===== src/design/c3f_pkg.sv =====
// Shared types and constants for the 3x3 convolution filter.
// No dependencies; imported by c3f_cell and conv3x3_image_filter_top.
`default_nettype none

package c3f_pkg;

  localparam int PIX_W      = 8;   // pixel sample
  localparam int COEF_W     = 12;  // one Q8.4 coefficient
  localparam int KERNEL_W   = 3 * COEF_W;
  localparam int PROD_W     = 21;  // 9-bit signed pixel times 12-bit coefficient
  localparam int ROW_W      = 23;  // sum of three products
  localparam int OUT_W      = 24;  // filtered value
  localparam int POS_W      = 9;   // center row / column on the output
  localparam int LWIDTH_W   = 10;  // line width register
  localparam int CFG_IDX_W  = 2;
  localparam int TDATA_O_W  = 48;  // 24 + 9 + 9 padded to whole bytes

  localparam int DEF_MAX_WIDTH  = 512;
  localparam int DEF_MAX_HEIGHT = 512;

  // Laplacian: 0 1 0 / 1 -4 1 / 0 1 0 in Q8.4, left coefficient in the low bits
  localparam logic [KERNEL_W-1:0] KERNEL_EDGE_RST = 36'h0_0001_0000;
  localparam logic [KERNEL_W-1:0] KERNEL_MID_RST  = 36'h0_10FC_0010;
  localparam logic [LWIDTH_W-1:0] LWIDTH_RST      = 10'd512;

  typedef enum logic [CFG_IDX_W-1:0] {
    CFG_KERNEL_TOP    = 2'd0,
    CFG_KERNEL_MIDDLE = 2'd1,
    CFG_KERNEL_BOTTOM = 2'd2,
    CFG_LINE_WIDTH    = 2'd3
  } c3f_cfg_e;

  // Pipeline controls handed to every cell
  typedef struct packed {
    logic accept;    // pixel taken this cycle, line stores read
    logic advance;   // stage-1 item moves on: store write, window shift, products
    logic sum_load;  // stage-2 products folded into the row sum
  } c3f_ctrl_t;

endpackage

`default_nettype wire


===== src/design/c3f_cell.sv =====
// One row cell of the 3x3 window: two window taps, three products, a row sum,
// and optionally the line store that feeds the row above. Uses c3f_pkg.
`default_nettype none

module c3f_cell #(
  parameter int MAX_WIDTH = c3f_pkg::DEF_MAX_WIDTH,
  parameter bit HAS_STORE = 1'b1
) (
  input  wire                                  clk_i,
  input  wire                                  rst_ni,
  input  c3f_pkg::c3f_ctrl_t                   ctrl_i,
  input  wire  [$clog2(MAX_WIDTH)-1:0]         rd_addr_i,
  input  wire  [$clog2(MAX_WIDTH)-1:0]         wr_addr_i,
  input  wire  [c3f_pkg::KERNEL_W-1:0]         kernel_i,
  input  wire  [c3f_pkg::PIX_W-1:0]            pix_i,    // this row, stage 1
  output logic [c3f_pkg::PIX_W-1:0]            pix_up_o, // row above, stage 1
  output logic signed [c3f_pkg::ROW_W-1:0]     row_sum_o
);
  import c3f_pkg::*;

  localparam int AW = $clog2(MAX_WIDTH);

  logic [PIX_W-1:0]         win0_q, win1_q;  // columns c-2 and c-1
  logic signed [PROD_W-1:0] prod0_d, prod1_d, prod2_d;
  logic signed [PROD_W-1:0] prod0_q, prod1_q, prod2_q;
  logic signed [ROW_W-1:0]  row_sum_q;

  assign prod0_d = $signed({1'b0, win0_q}) * $signed(kernel_i[COEF_W-1:0]);
  assign prod1_d = $signed({1'b0, win1_q}) * $signed(kernel_i[2*COEF_W-1:COEF_W]);
  assign prod2_d = $signed({1'b0, pix_i})  * $signed(kernel_i[3*COEF_W-1:2*COEF_W]);

  always_ff @(posedge clk_i or negedge rst_ni) begin
    if (!rst_ni) begin
      win0_q <= '0;
      win1_q <= '0;
    end else if (ctrl_i.advance) begin
      win0_q <= win1_q;
      win1_q <= pix_i;
    end
  end

  always_ff @(posedge clk_i) begin
    if (ctrl_i.advance) begin
      prod0_q <= prod0_d;
      prod1_q <= prod1_d;
      prod2_q <= prod2_d;
    end
    if (ctrl_i.sum_load) begin
      row_sum_q <= ROW_W'(prod0_q) + ROW_W'(prod1_q) + ROW_W'(prod2_q);
    end
  end

  assign row_sum_o = row_sum_q;

  if (HAS_STORE) begin : g_store
    logic [PIX_W-1:0] mem [MAX_WIDTH];
    logic [PIX_W-1:0] rd_q;
    logic [PIX_W-1:0] byp_pix_q;
    logic             byp_q;

    always_ff @(posedge clk_i) begin
      if (ctrl_i.advance) begin
        mem[wr_addr_i] <= pix_i;
      end
      if (ctrl_i.accept) begin
        rd_q <= mem[rd_addr_i];
      end
    end

    // read and write of the same column at one edge: take the written pixel
    always_ff @(posedge clk_i or negedge rst_ni) begin
      if (!rst_ni) begin
        byp_q <= 1'b0;
      end else if (ctrl_i.accept) begin
        byp_q <= ctrl_i.advance && (rd_addr_i == wr_addr_i);
      end
    end

    always_ff @(posedge clk_i) begin
      if (ctrl_i.accept) begin
        byp_pix_q <= pix_i;
      end
    end

    assign pix_up_o = byp_q ? byp_pix_q : rd_q;
  end else begin : g_no_store
    assign pix_up_o = '0;
  end

endmodule

`default_nettype wire


===== config.mk =====
export PLATFORM = sky130hd
export DESIGN_NAME = c3f_cell
export DESIGN_NICKNAME = d
export VERILOG_FILES = /design/src/design/c3f_pkg.sv /design/src/design/c3f_cell.sv
export SDC_FILE = /design/constraint.sdc
export NUM_CORES = 2
export LEC_CHECK = 0
export BUFFER_PORTS_ARGS = -buffer_cell sky130_fd_sc_hd__buf_4
export CAP_MARGIN = 25
export CORE_ASPECT_RATIO = 2
export CORE_MARGIN = 3
export CORE_UTILIZATION = 55
export CTS_BUF_LIST = sky130_fd_sc_hd__clkbuf_4
export CTS_CLUSTER_SIZE = 30
export DETAILED_ROUTE_END_ITERATION = 6
export GPL_TIMING_DRIVEN = 0
export PLACE_DENSITY = 0.69
export SYNTH_ARGS = -nofsm -noshare
export SYNTH_HDL_FRONTEND = slang
export SYNTH_SLANG_ARGS = --single-unit
export TNS_END_PERCENT = 1

===== constraint.sdc =====
create_clock -name clk_i -period 12.46 [get_ports clk_i]
set_clock_uncertainty 0.1 [all_clocks]
set_input_delay 1.246 -clock clk_i [delete_from_list [all_inputs] [get_ports clk_i]]
set_output_delay 1.246 -clock clk_i [all_outputs]
set_load 0.01 [all_outputs]

Yosys cells after proc, flatten, opt, wreduce, memory -nomap -nowiden. Memories as Yosys holds them, arrays and structs flattened. A register that Yosys moved wholly into a read port is not among the register bits. Cells that the tools add are included.

Equality and inequality tests: 1. Add/sub/neg operators: 2. Reduce and logical (&&, ||, !) cells: 1. Mux-type cells: 3. $mul: 3.

Operator list (number): $mul A9 B12 Y21 (3); $add A22 B21 Y23 (1); $add A21 B21 Y22 (1); $eq A9 B9 Y1 (1); $mux W8 (1); $mux W1 (2); $logic_and A1 B1 Y1 (1).

RAM bits: 4096. Memories: 1. Bits of input ports: 67. Bits in registers: 111.

Memory list: g_store.mem (words 512, width 8, read ports 1, clocked after memory_dff 1, write ports 1, RTL line c3f_cell.sv:56) `logic [PIX_W-1:0] mem [MAX_WIDTH];`.

Longest topological paths before layout.
Depth in word-level cells: 2. Gate-level depth with buffers: 18.

Least setup slack after synthesis. Ideal clock, no wire load.

Path type: input-to-reg. Start point: input port pix_i[0] (netlist bit). End point: register prod2_q[20], data pin. Path slack: 6.916 ns. Stages: 16. Required time: 12.100 ns. Library setup time: 0.260 ns. Arrival: 5.184 ns. Cell sequence: clkbuf_1 -> nand2_1 -> fa_1 -> fa_1 -> inv_1 -> fa_1 -> inv_1 -> fa_1 -> inv_1 -> ha_1 -> or2_2 -> a21oi_1 -> a31oi_1 -> a211o_1 -> a21oi_1 -> xnor2_1.

Cells in the longest elaborated chain, start to end: 1.

Ends and longest elaborated chain: start, declared (RTL line c3f_cell.sv:15) `input wire [c3f_pkg::PIX_W-1:0] pix_i,`; $mul A9 B12 Y21 (RTL line c3f_cell.sv:30) `assign prod2_d = $signed({1'b0, pix_i}) * $signed(kernel_i[3*COEF_W-1:2*COEF_W]);`; named net prod2_d[20] (RTL line c3f_cell.sv:24) `logic signed [PROD_W-1:0] prod0_d, prod1_d, prod2_d;`; end signal, assigned (RTL line c3f_cell.sv:46) `prod2_q <= prod2_d;`; end, declared (RTL line c3f_cell.sv:25) `logic signed [PROD_W-1:0] prod0_q, prod1_q, prod2_q;`.

The timed path passes the listed nets, and every way through them passes these cells. A chain may end at the register's enable or synchronous reset.

Worst setup path in the final report.
Start point: input port pix_i[1] (netlist bit). End point: register prod2_q[19], data pin.

Same word-level chain as after synthesis.

==> results.toml <==
[outcome]
status = "complete, but fails checks"
violations = "DRC"

[timing]
tns_ns = 0
relSlewSlack_pct = 17.72
fin_crit_ns = 6.291
hold_viol_final = 0
rsz0062_at_grt = "false"
timing.final.ws_setup_ns = 6.169
fin_crit_sh_pct = 50.49
drv_slew = 0
worstMarginPinSlew_ns = 1.225
fmax_ghz = 0.1590
finalSetupViolations = 0

[die]
start_util_pct = 55.29
die_y_um = 800.4
rows = 291
core_sq_mm = 0.3139
die_w_um = 403.2
io_pins = 98
dieArea_sq_mm = 0.3227

[critical_path]
cp.arrival_ns = 7.38
cp_cell_sequence = "buf_8, buf_16, clkbuf_1, nand2_1, fa_1, inv_1, fa_1, inv_1, fa_1, fa_1, inv_1, ha_1, o21ai_0, o21ai_0, and3_1, nor3_1, or3_1, a211o_1, o2111ai_1"
path_class = "primary input to register"
reg2regPathDepth = 15
required_ns = 13.55
cpMostUsedCell = "fa_1"
start_kind = "primary input"
critPathSlowestCell = "clkbuf_1"
endpoint_kind = "register"
slowest_delay_ns = 0.53
crit_fanout = 136

[placement]
placedInstanceArea_sq_mm = 0.1810
port_buffers = 86
pre_cts_ws_ns = 4.754
globalplace.congestion = 1.012
dp_hpwl_um = 378600

[logic_synthesis]
synthArstFlopShare_pct = 0.4033
yosysMostFrequentCell = "edfxtp_1"
synth_top_flop_cell = "edfxtp_1"
synth_cell_type_count = 61
postSynthCellCount = 8783
synth.largest_area_cell = "edfxtp_1"
synth_edf_count = 4198
syn_area_sq_mm = 0.1735
synth_top_area_share_pct = 72.64
synth_common_cells = "edfxtp_1, mux4_2, nor2_1"
avgSynthCellArea_sq_um = 19.76
yosys_warnings = 0
synth_fp_nets = 9253
synth.area.top_cells = "edfxtp_1, mux4_2, fa_1"
ys_seq_area_share_pct = 72.89
ys_ff_latch = 4215

[drt]
routedWlPerCell_um = 35.88
drtAntennaViolNets = 0
via_count = 92780
routed_wl_um = 524900
drt-pass1-iter-count = 5
drc = 1
drt_iter0_drc = 10322
vias_per_cell = 6.342

[clock_network]
cts_max_path_buffers = 4
ctsResizeCount = 0
clkTransAtPathRegs_ns = 0.06
cts_tree = "built"
cts_setup_buffers = 0
cts_buffers = 868
htreeDepth = 6
cts_num_sinks = 4215
root_buffer = "clkbuf_4"
hold_buffers = 8
clock_latency_ns = 1.49

[power]
power_density_mw_per_mm2 = 171.7
ir_drop_uv = 190.0
leakage_nw = 63.42

[worst_hold_path]
worstHoldPathType = "primary input to register"
holdPathStages = 1

[cells_and_area]
drive_above_1_share_pct = 26.11
final_net_count = 10316
design_area_sq_mm = 0.1921
synthToLayoutAreaGrowth_pct = 10.71
final_util_pct = 61.21
fill_cells = 22375

[global_route]
use_met2_pct = 56.32
antenna_found_initial = 43
grt_pass1_wl_um = 726400
grt_pass1_vias = 97915
top_usage_layer = "met2"
use_met1_pct = 32.24
met3_usage_pct = 5.914
grt_max_degree = 161
grt_overflow_total = 0
grt_usage_pct = 32.79

[job]
maxCapViolations = 0
[power breakdown]
part           leakage (nW)  switching, mW  internal (mW)
Combinational          19.0           4.41           2.39
Clock                  6.40           5.21           4.84
Sequential             38.0          0.118           16.0
Total                  63.4           9.74           23.2
[worst paths after layout]
path | end | slack (ns) | start
setup / recovery | prod2_q[19]$_DFFE_PP_ | 6.17 | pix_i[1]
hold / removal | g_store.mem[122][2]$_DFFE_PP_ | 0.15 | pix_i[2]
setup reg to reg | prod0_q[19]$_DFFE_PP_ | 6.22 | win0_q[3]$_DFFE_PN0P_
hold reg to reg | win0_q[0]$_DFFE_PN0P_ | 0.45 | win0_q[0]$_DFFE_PN0P_
max in group asynchronous | win1_q[0]$_DFFE_PN0P_ | 11.11 | rst_ni
min in group asynchronous | win1_q[4]$_DFFE_PN0P_ | 0.69 | rst_ni
[flip-flops by register name, summed over array words and instances, names as in the netlist]
register and count:
g_store.mem 4096, row_sum_o 23, prod0_q 21, prod1_q 21, prod2_q 21, g_store.byp_pix_q 8
g_store.rd_q 8, win0_q 8, win1_q 8, g_store.byp_q 1
[placed cells by master (no fill, tap or decap), types with 19 or more instances in the layout]
cell type and count:
a21oi_1 83, inv_1 394, nor2_1 557, and2_1 143
nand2_1 289, mux2_2 25, fa_1 256, xor2_1 19
mux2i_1 256, a221oi_1 197, ha_1 147, xnor2_1 57
buf_16 30, a22o_1 96, buf_4 147, a211oi_1 19
diode_2 44, mux4_2 960, nor3_1 27, clkinv_1 199
o21ai_0 163, clkbuf_1 216, edfxtp_1 4198, clkbuf_4 1207
a31oi_1 73, clkbuf_2 30, buf_8 55, a22oi_1 98
buf_2 115, clkinv_2 55, buf_6 47, a2111oi_0 27
buf_1 41
[worst max-delay path: cells and delay by family]
family	cells	cell delay, ns
buffers and inverters	6	1.57
adders and majority gates	5	2.35
and+or+nand+nor	4	0.93
AOI/OAI and AO/OA	4	0.92
[layout make-up]
cell class / instances / area [sq um] / area share, %
Clock inverter: 302 / 1760 / 0.9163
Multi-Input combinational cell: 3676 / 43040 / 22.40
Clock buffer: 1205 / 9046 / 4.708
Buffer: 498 / 2577 / 1.342
Inverter: 394 / 1479 / 0.7698
Sequential cell: 4215 / 126500 / 65.83
Timing Repair Buffer: 193 / 2492 / 1.297
Antenna cell: 44 / 110.1 / 0.05731
Tap cell: 4102 / 5132 / 2.671
[metal layers]
| metal | vias up | part of all wire [%] | wire length, um |
|---|---|---|---|
| li1 | 38100 | - | - |
| met1 | 47774 | 29 | 151000 |
| met2 | 5230 | 51 | 268000 |
| met3 | 1664 | 7.2 | 37780 |
| met4 | 12 | 13 | 68070 |
| met5 | - | 0.015 | 79 |
[kinds of logic after synthesis]
group           Yosys count  share of synthesized area, %
xor+xnor                 76                        0.3836
simple gates           1114                         2.784
flops                  4215                         72.89
fa+ha+maj               403                         4.013
compound gates          842                         3.524
buf+inv                 892                         2.312
mux                    1241                         14.10
[per-stage QoR]
stage,hold WS (ns),power [mW],std cells
finish,0.1515,32.98,14629
global route,0.09358,34.24,14610
CTS,0.006879,32.93,14576
detailed placement,0.4413,23.07,13061
global placement,0.4287,22.96,12971
floorplan,0.4077,20.30,8783
(Power assumes the default switching activity.)
